`src/hw/rtl/ata_seq_pkg.sv`:
```
package ata_seq_pkg;

  // Input request codes (s_tuser)
  localparam logic [2:0] CMD_START_RD = 3'd0;
  localparam logic [2:0] CMD_START_WR = 3'd1;
  localparam logic [2:0] CMD_STATUS   = 3'd2;
  localparam logic [2:0] CMD_RD_WORD  = 3'd3;
  localparam logic [2:0] CMD_WR_WORD  = 3'd4;

  // Result bus operations (m_tuser)
  localparam logic [2:0] OP_NONE    = 3'd0;
  localparam logic [2:0] OP_REG_WR  = 3'd1;
  localparam logic [2:0] OP_REG_RD  = 3'd2;
  localparam logic [2:0] OP_CTRL_WR = 3'd3;
  localparam logic [2:0] OP_CTRL_RD = 3'd4;
  localparam logic [2:0] OP_TO_HOST = 3'd5;
  localparam logic [2:0] OP_DONE    = 3'd6;

  // Task-file offsets
  localparam logic [2:0] TF_DATA   = 3'd0;
  localparam logic [2:0] TF_COUNT  = 3'd2;
  localparam logic [2:0] TF_LBA_LO = 3'd3;
  localparam logic [2:0] TF_LBA_MD = 3'd4;
  localparam logic [2:0] TF_LBA_HI = 3'd5;
  localparam logic [2:0] TF_DRIVE  = 3'd6;
  localparam logic [2:0] TF_STATUS = 3'd7;

  // Drive commands and fixed bytes
  localparam logic [7:0] ATA_READ_SECTORS  = 8'h20;
  localparam logic [7:0] ATA_WRITE_SECTORS = 8'h30;
  localparam logic [7:0] ATA_FLUSH_CACHE   = 8'hE7;
  localparam logic [7:0] DRV_BASE          = 8'hE0;
  localparam logic [7:0] SECTOR_COUNT_ONE  = 8'h01;
  localparam logic [7:0] CTRL_CLEAR        = 8'h00;

  // Status bits
  localparam int BSY_BIT = 7;
  localparam int DF_BIT  = 5;
  localparam int DRQ_BIT = 3;
  localparam int ERR_BIT = 0;

  // Configuration port
  localparam int         APB_ADDR_W   = 3;
  localparam logic       REG_IDX_DRV  = 1'b0;
  localparam logic       REG_IDX_RTRY = 1'b1;
  localparam logic [3:0] RETRY_RESET  = 4'd4;

  // Number of alternate-status reads in a wait
  localparam logic [3:0] WAIT_ALT_READS = 4'd4;

  typedef struct packed {
    logic       drive_is_slave;
    logic [3:0] retry_limit;
  } cfg_t;

  // Burst kinds: one per distinct result sequence an input can cause
  typedef enum logic [3:0] {
    K_START,       // control write, then wait
    K_STATUS,      // single status read
    K_RD_SETUP,    // drive select, read setup, wait
    K_WR_SELECT,   // drive select, wait
    K_WR_SETUP,    // write setup, wait
    K_DONE_OK,
    K_DONE_FAIL,
    K_DATA_REQ,    // data word read request
    K_RWORD_MORE,  // word to host, next data request
    K_RWORD_LAST,  // word to host, wait
    K_WWORD,       // data register write
    K_WWORD_LAST   // data register write, flush, wait
  } kind_t;

  typedef struct packed {
    kind_t       kind;
    logic [7:0]  drv_byte;
    logic [23:0] lba;
    logic [15:0] word;
  } desc_t;

  typedef struct packed {
    logic [2:0]  op;
    logic [2:0]  addr;
    logic [7:0]  bus_byte;
    logic [15:0] word;
    logic        success;
    logic        last;
  } res_t;

  function automatic res_t setup_item(logic [3:0] j, logic [7:0] cmd_byte, logic [23:0] lba);
    res_t r;
    r = '0;
    r.op = OP_REG_WR;
    case (j)
      4'd0: begin r.addr = TF_COUNT;  r.bus_byte = SECTOR_COUNT_ONE; end
      4'd1: begin r.addr = TF_LBA_LO; r.bus_byte = lba[7:0];   end
      4'd2: begin r.addr = TF_LBA_MD; r.bus_byte = lba[15:8];  end
      4'd3: begin r.addr = TF_LBA_HI; r.bus_byte = lba[23:16]; end
      default: begin r.addr = TF_STATUS; r.bus_byte = cmd_byte; end
    endcase
    return r;
  endfunction

  // Result number idx of a burst: a head of kind-specific items, then an
  // optional wait tail of alternate-status reads and one status read.
  function automatic res_t expand_item(desc_t d, logic [3:0] idx);
    res_t       r;
    logic [3:0] head;
    logic       has_wait;
    logic [3:0] w;
    r        = '0;
    head     = 4'd1;
    has_wait = 1'b0;
    case (d.kind)
      K_START:      begin head = 4'd1; has_wait = 1'b1; end
      K_RD_SETUP:   begin head = 4'd6; has_wait = 1'b1; end
      K_WR_SELECT:  begin head = 4'd1; has_wait = 1'b1; end
      K_WR_SETUP:   begin head = 4'd5; has_wait = 1'b1; end
      K_RWORD_MORE: begin head = 4'd2; has_wait = 1'b0; end
      K_RWORD_LAST: begin head = 4'd1; has_wait = 1'b1; end
      K_WWORD_LAST: begin head = 4'd2; has_wait = 1'b1; end
      default:      begin head = 4'd1; has_wait = 1'b0; end
    endcase
    w = idx - head;
    if (idx < head) begin
      case (d.kind)
        K_START: begin
          r.op = OP_CTRL_WR; r.bus_byte = CTRL_CLEAR;
        end
        K_STATUS: begin
          r.op = OP_REG_RD; r.addr = TF_STATUS;
        end
        K_RD_SETUP: begin
          if (idx == 4'd0) begin
            r.op = OP_REG_WR; r.addr = TF_DRIVE; r.bus_byte = d.drv_byte;
          end else begin
            r = setup_item(idx - 4'd1, ATA_READ_SECTORS, d.lba);
          end
        end
        K_WR_SELECT: begin
          r.op = OP_REG_WR; r.addr = TF_DRIVE; r.bus_byte = d.drv_byte;
        end
        K_WR_SETUP: begin
          r = setup_item(idx, ATA_WRITE_SECTORS, d.lba);
        end
        K_DONE_OK: begin
          r.op = OP_DONE; r.success = 1'b1;
        end
        K_DONE_FAIL: begin
          r.op = OP_DONE;
        end
        K_DATA_REQ: begin
          r.op = OP_REG_RD; r.addr = TF_DATA;
        end
        K_RWORD_MORE: begin
          if (idx == 4'd0) begin
            r.op = OP_TO_HOST; r.word = d.word;
          end else begin
            r.op = OP_REG_RD; r.addr = TF_DATA;
          end
        end
        K_RWORD_LAST: begin
          r.op = OP_TO_HOST; r.word = d.word;
        end
        K_WWORD: begin
          r.op = OP_REG_WR; r.addr = TF_DATA; r.word = d.word;
        end
        K_WWORD_LAST: begin
          if (idx == 4'd0) begin
            r.op = OP_REG_WR; r.addr = TF_DATA; r.word = d.word;
          end else begin
            r.op = OP_REG_WR; r.addr = TF_STATUS; r.bus_byte = ATA_FLUSH_CACHE;
          end
        end
        default: begin
          r.op = OP_NONE;
        end
      endcase
    end else if (w < WAIT_ALT_READS) begin
      r.op = OP_CTRL_RD;
    end else begin
      r.op = OP_REG_RD; r.addr = TF_STATUS;
    end
    r.last = has_wait ? (idx == head + WAIT_ALT_READS) : (idx == head - 4'd1);
    return r;
  endfunction

endpackage

```
`src/hw/rtl/ata_pio_sector_sequencer.sv`:
```
// Host-side sequencer for one-sector ATA LBA28 PIO transfers. Each input
// request (start read, start write, status reply, data word from the drive,
// data word from the host) is decoded into a burst of 0 to 11 bus requests,
// which then leave on the output stream one per cycle while m_tready is
// high, the final one of a burst flagged with m_tlast. Inputs that cause one
// result, such as busy polls and host data words, then flow at one per cycle.
// The rate is set by the single output port of the burst expander; one burst
// waits in a holding register while the previous one drains, so a new input
// is taken as long as that register is free. An accepted input passes
// through the holding register, then the expander's current-burst register,
// before its first result appears. The user must write configuration through
// the APB port only while no transfer is running; the block does not enforce it.
module ata_pio_sector_sequencer #(
  parameter int SECTOR_WORDS = 256
) (
  input  logic                               clk,
  input  logic                               rst,
  // APB configuration port
  input  logic                               psel,
  input  logic                               penable,
  input  logic                               pwrite,
  input  logic [ata_seq_pkg::APB_ADDR_W-1:0] paddr,
  input  logic [31:0]                        pwdata,
  output logic [31:0]                        prdata,
  output logic                               pready,
  // input stream
  input  logic                               s_tvalid,
  output logic                               s_tready,
  input  logic [55:0]                        s_tdata,  // sector_addr[27:0], status_byte[35:28],
                                                       // data_word[51:36], zero fill
  input  logic [2:0]                         s_tuser,  // cmd
  // result stream
  output logic                               m_tvalid,
  input  logic                               m_tready,
  output logic [31:0]                        m_tdata,  // reg_addr[2:0], bus_byte[10:3],
                                                       // word_out[26:11], success[27], zero fill
  output logic [2:0]                         m_tuser,  // bus_op
  output logic                               m_tlast   // last
);

  ata_seq_pkg::cfg_t  cfg;
  ata_seq_pkg::desc_t desc;
  ata_seq_pkg::res_t  res;
  logic               desc_valid;
  logic               desc_ready;

  // Configuration registers: drive select bit and retry limit
  ata_seq_regs u_regs (
    .clk     (clk),
    .rst     (rst),
    .psel    (psel),
    .penable (penable),
    .pwrite  (pwrite),
    .paddr   (paddr),
    .pwdata  (pwdata),
    .prdata  (prdata),
    .pready  (pready),
    .cfg     (cfg)
  );

  // Transfer state machine: track the phase across requests, hand off a burst
  ata_seq_ctrl #(
    .SECTOR_WORDS (SECTOR_WORDS)
  ) u_ctrl (
    .clk         (clk),
    .rst         (rst),
    .cfg         (cfg),
    .in_valid    (s_tvalid),
    .in_ready    (s_tready),
    .cmd         (s_tuser),
    .sector_addr (s_tdata[27:0]),
    .status_byte (s_tdata[35:28]),
    .data_word   (s_tdata[51:36]),
    .desc_valid  (desc_valid),
    .desc        (desc),
    .desc_ready  (desc_ready)
  );

  // Burst expander: walk the held burst one bus request per cycle while m_tready is high
  ata_seq_expand u_expand (
    .clk        (clk),
    .rst        (rst),
    .desc_valid (desc_valid),
    .desc       (desc),
    .desc_ready (desc_ready),
    .out_valid  (m_tvalid),
    .out_ready  (m_tready),
    .res        (res)
  );

  assign m_tuser = res.op;
  assign m_tlast = res.last;
  assign m_tdata = {4'd0, res.success, res.word, res.bus_byte, res.addr};

endmodule

```
`src/hw/rtl/ata_seq_regs.sv`:
```
module ata_seq_regs (
  input  logic                               clk,
  input  logic                               rst,
  input  logic                               psel,
  input  logic                               penable,
  input  logic                               pwrite,
  input  logic [ata_seq_pkg::APB_ADDR_W-1:0] paddr,
  input  logic [31:0]                        pwdata,
  output logic [31:0]                        prdata,
  output logic                               pready,
  output ata_seq_pkg::cfg_t                  cfg
);

  logic wr_en;

  assign pready = 1'b1;
  assign wr_en  = psel && penable && pwrite && pready;

  always_ff @(posedge clk) begin
    if (rst) begin
      cfg.drive_is_slave <= 1'b0;
      cfg.retry_limit    <= ata_seq_pkg::RETRY_RESET;
    end else if (wr_en) begin
      if (paddr[2] == ata_seq_pkg::REG_IDX_DRV) begin
        cfg.drive_is_slave <= pwdata[0];
      end else begin
        cfg.retry_limit <= pwdata[3:0];
      end
    end
  end

  // Word-aligned decode: low address bits are ignored
  always_comb begin
    if (paddr[2] == ata_seq_pkg::REG_IDX_RTRY) begin
      prdata = {28'd0, cfg.retry_limit};
    end else begin
      prdata = {31'd0, cfg.drive_is_slave};
    end
  end

endmodule

```
`src/hw/rtl/ata_seq_ctrl.sv`:
```
module ata_seq_ctrl #(
  parameter int SECTOR_WORDS = 256
) (
  input  logic               clk,
  input  logic               rst,
  input  ata_seq_pkg::cfg_t  cfg,
  input  logic               in_valid,
  output logic               in_ready,
  input  logic [2:0]         cmd,
  input  logic [27:0]        sector_addr,
  input  logic [7:0]         status_byte,
  input  logic [15:0]        data_word,
  output logic               desc_valid,
  output ata_seq_pkg::desc_t desc,
  input  logic               desc_ready
);

  localparam int IDX_W = $clog2(SECTOR_WORDS + 1);

  typedef enum logic [2:0] {
    PH_IDLE, PH_POLL, PH_CHECK, PH_RDATA, PH_WDATA
  } phase_t;

  typedef enum logic [2:0] {
    NX_RD_SETUP, NX_RD_CHECK, NX_RD_FINISH, NX_WR_SELECT,
    NX_WR_SETUP, NX_WR_DATA, NX_WR_FINISH
  } step_t;

  phase_t             phase, phase_next;
  step_t              after_wait_step, after_wait_step_next;
  logic [3:0]         error_count, error_count_next;
  logic [IDX_W-1:0]   word_index, word_index_next;
  logic [27:0]        held_addr, held_addr_next;
  logic               push;
  ata_seq_pkg::kind_t kind;
  ata_seq_pkg::desc_t desc_next;
  logic               accept;
  logic [IDX_W-1:0]   word_inc;
  logic               words_done;
  logic               status_err;

  assign in_ready   = !desc_valid || desc_ready;
  assign accept     = in_valid && in_ready;
  assign word_inc   = word_index + 1'b1;
  assign words_done = (word_inc == IDX_W'(SECTOR_WORDS));
  assign status_err = status_byte[ata_seq_pkg::ERR_BIT] | status_byte[ata_seq_pkg::DF_BIT] |
                      ~status_byte[ata_seq_pkg::DRQ_BIT];

  always_comb begin
    phase_next           = phase;
    after_wait_step_next = after_wait_step;
    error_count_next     = error_count;
    word_index_next      = word_index;
    held_addr_next       = held_addr;
    push                 = 1'b0;
    kind                 = ata_seq_pkg::K_STATUS;
    if (accept) begin
      case (phase)
        PH_IDLE: begin
          if (cmd == ata_seq_pkg::CMD_START_RD || cmd == ata_seq_pkg::CMD_START_WR) begin
            held_addr_next       = sector_addr;
            error_count_next     = 4'd0;
            word_index_next      = '0;
            push                 = 1'b1;
            kind                 = ata_seq_pkg::K_START;
            after_wait_step_next = (cmd == ata_seq_pkg::CMD_START_WR) ? NX_WR_SELECT
                                                                       : NX_RD_SETUP;
            phase_next           = PH_POLL;
          end
        end
        PH_POLL: begin
          if (cmd == ata_seq_pkg::CMD_STATUS) begin
            if (status_byte[ata_seq_pkg::BSY_BIT]) begin
              push = 1'b1;
              kind = ata_seq_pkg::K_STATUS;
            end else begin
              case (after_wait_step)
                NX_RD_SETUP: begin
                  push = 1'b1;
                  kind = ata_seq_pkg::K_RD_SETUP;
                  after_wait_step_next = NX_RD_CHECK;
                end
                NX_RD_CHECK: begin
                  push       = 1'b1;
                  kind       = ata_seq_pkg::K_STATUS;
                  phase_next = PH_CHECK;
                end
                NX_WR_SELECT: begin
                  push = 1'b1;
                  kind = ata_seq_pkg::K_WR_SELECT;
                  after_wait_step_next = NX_WR_SETUP;
                end
                NX_WR_SETUP: begin
                  push = 1'b1;
                  kind = ata_seq_pkg::K_WR_SETUP;
                  after_wait_step_next = NX_WR_DATA;
                end
                NX_WR_DATA: begin
                  // no result: wait for host words
                  word_index_next = '0;
                  phase_next      = PH_WDATA;
                end
                default: begin
                  push       = 1'b1;
                  kind       = ata_seq_pkg::K_DONE_OK;
                  phase_next = PH_IDLE;
                end
              endcase
            end
          end
        end
        PH_CHECK: begin
          if (cmd == ata_seq_pkg::CMD_STATUS) begin
            push = 1'b1;
            if (status_err) begin
              if (error_count >= cfg.retry_limit) begin
                kind       = ata_seq_pkg::K_DONE_FAIL;
                phase_next = PH_IDLE;
              end else begin
                error_count_next     = error_count + 4'd1;
                kind                 = ata_seq_pkg::K_START;
                after_wait_step_next = NX_RD_SETUP;
                phase_next           = PH_POLL;
              end
            end else begin
              word_index_next = '0;
              kind            = ata_seq_pkg::K_DATA_REQ;
              phase_next      = PH_RDATA;
            end
          end
        end
        PH_RDATA: begin
          if (cmd == ata_seq_pkg::CMD_RD_WORD) begin
            push            = 1'b1;
            word_index_next = word_inc;
            if (words_done) begin
              kind                 = ata_seq_pkg::K_RWORD_LAST;
              after_wait_step_next = NX_RD_FINISH;
              phase_next           = PH_POLL;
            end else begin
              kind = ata_seq_pkg::K_RWORD_MORE;
            end
          end
        end
        PH_WDATA: begin
          if (cmd == ata_seq_pkg::CMD_WR_WORD) begin
            push            = 1'b1;
            word_index_next = word_inc;
            if (words_done) begin
              kind                 = ata_seq_pkg::K_WWORD_LAST;
              after_wait_step_next = NX_WR_FINISH;
              phase_next           = PH_POLL;
            end else begin
              kind = ata_seq_pkg::K_WWORD;
            end
          end
        end
        default: begin
          phase_next = PH_IDLE;
        end
      endcase
    end
  end

  always_comb begin
    desc_next.kind     = kind;
    desc_next.drv_byte = ata_seq_pkg::DRV_BASE |
                         {3'd0, cfg.drive_is_slave, held_addr[27:24]};
    desc_next.lba      = held_addr[23:0];
    desc_next.word     = data_word;
  end

  always_ff @(posedge clk) begin
    if (rst) begin
      phase           <= PH_IDLE;
      after_wait_step <= NX_RD_SETUP;
      error_count     <= 4'd0;
      word_index      <= '0;
      held_addr       <= 28'd0;
      desc_valid      <= 1'b0;
    end else begin
      phase           <= phase_next;
      after_wait_step <= after_wait_step_next;
      error_count     <= error_count_next;
      word_index      <= word_index_next;
      held_addr       <= held_addr_next;
      if (accept) begin
        desc_valid <= push;
        desc       <= desc_next;
      end else if (desc_ready) begin
        desc_valid <= 1'b0;
      end
    end
  end

endmodule

```
`src/hw/rtl/ata_seq_expand.sv`:
```
module ata_seq_expand (
  input  logic               clk,
  input  logic               rst,
  input  logic               desc_valid,
  input  ata_seq_pkg::desc_t desc,
  output logic               desc_ready,
  output logic               out_valid,
  input  logic               out_ready,
  output ata_seq_pkg::res_t  res
);

  ata_seq_pkg::desc_t cur;
  logic               cur_valid;
  logic [3:0]         idx;
  logic               take;

  assign res        = ata_seq_pkg::expand_item(cur, idx);
  assign out_valid  = cur_valid;
  assign take       = out_valid && out_ready;
  assign desc_ready = !cur_valid || (take && res.last);

  always_ff @(posedge clk) begin
    if (rst) begin
      cur_valid <= 1'b0;
      idx       <= 4'd0;
    end else if (desc_ready) begin
      cur_valid <= desc_valid;
      idx       <= 4'd0;
    end else if (take) begin
      idx <= idx + 4'd1;
    end
  end

  always_ff @(posedge clk) begin
    if (desc_ready) begin
      cur <= desc;
    end
  end

endmodule

```
`config.mk`:
```
export PLATFORM = sky130hd
export DESIGN_NAME = ata_pio_sector_sequencer
export DESIGN_NICKNAME = d
export VERILOG_FILES = /design/src/hw/rtl/ata_seq_pkg.sv /design/src/hw/rtl/ata_pio_sector_sequencer.sv /design/src/hw/rtl/ata_seq_regs.sv /design/src/hw/rtl/ata_seq_ctrl.sv /design/src/hw/rtl/ata_seq_expand.sv
export SDC_FILE = /design/constraint.sdc
export NUM_CORES = 1
export LEC_CHECK = 0
export ABC_AREA = 1
export BUFFER_PORTS_ARGS = -buffer_cell sky130_fd_sc_hd__buf_2
export CAP_MARGIN = 15
export CORE_ASPECT_RATIO = 1.4
export CORE_MARGIN = 5
export CORE_UTILIZATION = 40
export CTS_CLUSTER_DIAMETER = 50
export DETAILED_ROUTE_END_ITERATION = 8
export GPL_TIMING_DRIVEN = 1
export HOLD_SLACK_MARGIN = 0.06
export PLACE_DENSITY = 0.7
export SLEW_MARGIN = 30
export SYNTH_ARGS = -nofsm -noshare
export SYNTH_HDL_FRONTEND = slang
export SYNTH_HIERARCHICAL = 1
export SYNTH_SLANG_ARGS = --single-unit
```
`constraint.sdc`:
```
create_clock -name clk -period 10.7 [get_ports clk]
set_input_delay 2.14 -clock clk [delete_from_list [all_inputs] [get_ports clk]]
set_output_delay 2.14 -clock clk [all_outputs]
set_load 0.005 [all_outputs]
```
==> flow_summary_export.csv <==
group,metric,value,unit
status,outcome,"completed",
logic_synthesis,synthFlopType,"edfxtp_1",
clock_tree,post_cts_buffers,0,
layout,drive_gt1_frac,0.196,
logic_synthesis,synth_edf_count,101,
power,p_per_area,179,nW/um^2
power,p_int,1140,uW
power,pwr-share-comb,0.191,
grt,grt_pass1_vias,6042,
floorplan,start_util,0.403,
clock_tree,htreeDepth,4,
layout,seqCellArea,4190,um^2
clock_tree,cts_resized,0,
logic_synthesis,synth_area_per_cell,8.71,um^2
sta,max_freq,0.168,GHz
power,p_switching,495,uW
grt,grt_pass1_wl,28200,um
logic_synthesis,synth_top_area_share,0.381,
setup_path,cp_common_cell,"nand2_1",
power,p_seq_frac,0.453,
clock_tree,clock-sinks,159,
logic_synthesis,synth_top_cell_by_area,"edfxtp_1",
routing,drt_iter0_markers,316,
logic_synthesis,ys_seq_elements,159,
sta,tightestPinTransition,0.985,ns
logic_synthesis,syn_area,7970,um^2
logic_synthesis,yosys_warnings,6,
floorplan,dieArea,22900,um^2
clock_tree,cts_root_buf,"clkbuf_16",
power,netSwitchingFraction,0.302,
floorplan,num_rows,61,
clock_tree,numCtsBuffers,17,
setup_path,cp_max_fo,20,
clock_tree,insertion_delay,0.42,ns
layout,mostFrequentLayoutCells,"nand2_1 (254), edfxtp_1 (101), buf_2 (100), nor2_1 (89), nand3_1 (70)",
setup_path,cp.required,8.56,ns
clock_tree,ctsHoldBuffers,0,
floorplan,chipWidth,129,um
placement,gp_congestion,0.863,
routing,routed-via-count,6221,
layout,fill_cells,1864,
sta,setup_viol,0,
clock_tree,clk_pin_slew,0.06,ns
grt,grt_util_all_layers,0.154,
routing,wl_per_cell,13.6,um
sta,slew_headroom,0.341,
setup_path,cpPeakStageDelay,0.76,ns
logic_synthesis,postSynthCellCount,914,
power,leakage,0.00402,uW
placement,hpwl,12600,um
setup_path,end_kind,"output pin",
setup_path,critical_path_class,"reg2out",
routing,drt_wl_total,17300,um
layout,fin_nets,1129,
setup_path,worstPathArrival,3.82,ns
placement,dpl_worst_slack,5.19,ns
logic_synthesis,ys_seq_area_frac,0.527,
clock_tree,cts_buffer_depth,2,
logic_synthesis,synth.distinct_cells,44,
layout,layout_commonest_cell,"nand2_1",
grt,grt-ovfl-total,0,
layout,n_antenna_cell,0,
routing,first_pass_iters,5,
floorplan,io_pins,172,
setup_path,worst_path_max_delay_cell,"nor2_1",
sta,timing.final.crit_share,0.557,
setup_path,crit_chain,"inv_1 > nand2_1 > nor2_1 > nor2_2 > ha_1 > a21oi_1 > nand3_2 > inv_2 > o21ai_1 > nand2_1 > buf_2",
sta,fin_ws,4.74,ns
grt,antenna_found_initial,0,
routing,vias_per_cell,4.87,
sta,rsz0062_at_grt,"no",
power,vdd_drop_max,103,uV
job,cap_violations,0,
routing,post-route-drc-count,0,
routing,postRouteAntennaNets,0,
layout,area_delta_synth_final,14.7,%
layout,multiInputGateArea,3210,um^2
power,p_clk_frac,0.356,
hold_path,min_path_type,"reg2reg",
grt,grt_max_degree,54,
logic_synthesis,async_flop_share,0,
clock_tree,cts_tree,"done",
setup_path,startpoint_type,"flip-flop",
sta,setup_tns,0,ns
sta,drv_slew,0,
sta,skew,0.00949,ns
sta,fin_crit,5.96,ns
placement,io_buffers,100,
logic_synthesis,synth_area_leaders,"edfxtp_1 (38%), dfxtp_1 (15%), nand2_1 (12%)",
floorplan,die_y,177,um
floorplan,coreArea,19800,um^2
sta,finalHoldViolCount,0,
## stage by stage
stage | cells | cell area (um^2) | hold WS [ns] | total power (uW) | util
after floorplan | 946 | 8090 | 0.400 | 985 | -
after global placement | 1245 | 8550 | 0.400 | 1060 | 0.433
after detailed placement | 1245 | 8560 | 0.405 | 1070 | 0.433
after CTS | 1277 | 9130 | 0.411 | 1650 | 0.462
after global routing | 1277 | 9130 | 0.418 | 1730 | 0.462
final | 1277 | 9130 | 0.412 | 1640 | 0.462
## registers in the layout, summed over array words and instances (netlist names)
register	flops
u_ctrl/after_wait_step	3
u_ctrl/desc	49
u_ctrl/desc_valid	1
u_ctrl/error_count	4
u_ctrl/held_addr	28
u_ctrl/phase	3
u_ctrl/word_index	9
u_expand/cur	52
u_expand/idx	4
u_expand/out_valid	1
u_regs/cfg	5
## power groups by stage
stage	combinational (uW)	sequential, uW	clock (uW)
6_report	313	743	583
4_1_cts	313	742	598
3_5_place_dp	312	755	0
2_1_floorplan	239	746	0
3_3_place_gp	306	754	0
5_1_grt	355	749	625
## per-layer routing
metal  up-vias  wire length [um]  global-route usage
li1       3147                 -                   -
met1      2868              7090               0.176
met2       169              9020               0.273
met3        37               772              0.0338
met4         0               459              0.0657
met5         -                 0                   0
## area by class of cell
type / count / area share
clock buffers: 18 / 0.0470
flip-flops and latches: 159 / 0.459
multi-input cells: 649 / 0.352
repair buffers: 104 / 0.0581
well taps: 252 / 0.0345
clock inverters: 14 / 0.0158
inverters: 81 / 0.0336
## synth_stat cells, types with 2 or more instances
cell,n
xor2_1,6
nand3_2,7
conb_1,4
nor2_1,91
dfxtp_1,58
a21oi_1,67
nor3b_1,2
a22oi_1,2
inv_1,68
nor3_1,5
o221ai_1,2
buf_4,36
edfxtp_1,101
nand4_1,14
nor2_2,9
nand2_1,256
nor2_8,2
ha_1,16
nand2_2,5
nand3b_1,3
buf_2,8
buf_6,4
o21ai_2,4
nand3_1,70
o21ai_0,21
nor2_4,8
clkbuf_1,8
nor3_2,4
inv_2,12
o21ai_1,3
nand2_4,2
a21oi_2,4
## logic make-up after synthesis
family                   after synthesis  share of synthesized area
AND/OR/NAND/NOR                      483                      0.278
other                                  4                    0.00188
AO/OA/AOI/OAI                        108                     0.0749
XOR/XNOR                               6                    0.00660
flip-flops                           159                      0.527
buffers and inverters                138                     0.0873
adder cells (fa/ha/maj)               16                     0.0251
## worst paths after layout
kind              slack, ns  cells past startpoint                   end              from
setup / recovery       4.74                     11            m_tdata[2]  u_expand/cur[51]
hold / removal         0.41                      0      u_expand/cur[48]   u_ctrl/desc[48]
setup reg to reg       6.37                     22  u_ctrl/word_index[8]  u_expand/cur[51]
hold reg to reg        0.41                      0      u_expand/cur[48]   u_ctrl/desc[48]
## critical path, delay by kind of cell, from the launching register on
family / cells / cell delay, ns
compound gates: 2 / 0.46
fa+ha+maj: 1 / 0.38
buf+inv: 3 / 0.69
flops: 1 / 0.43
simple gates: 5 / 1.45
(Power assumes the default switching activity.)
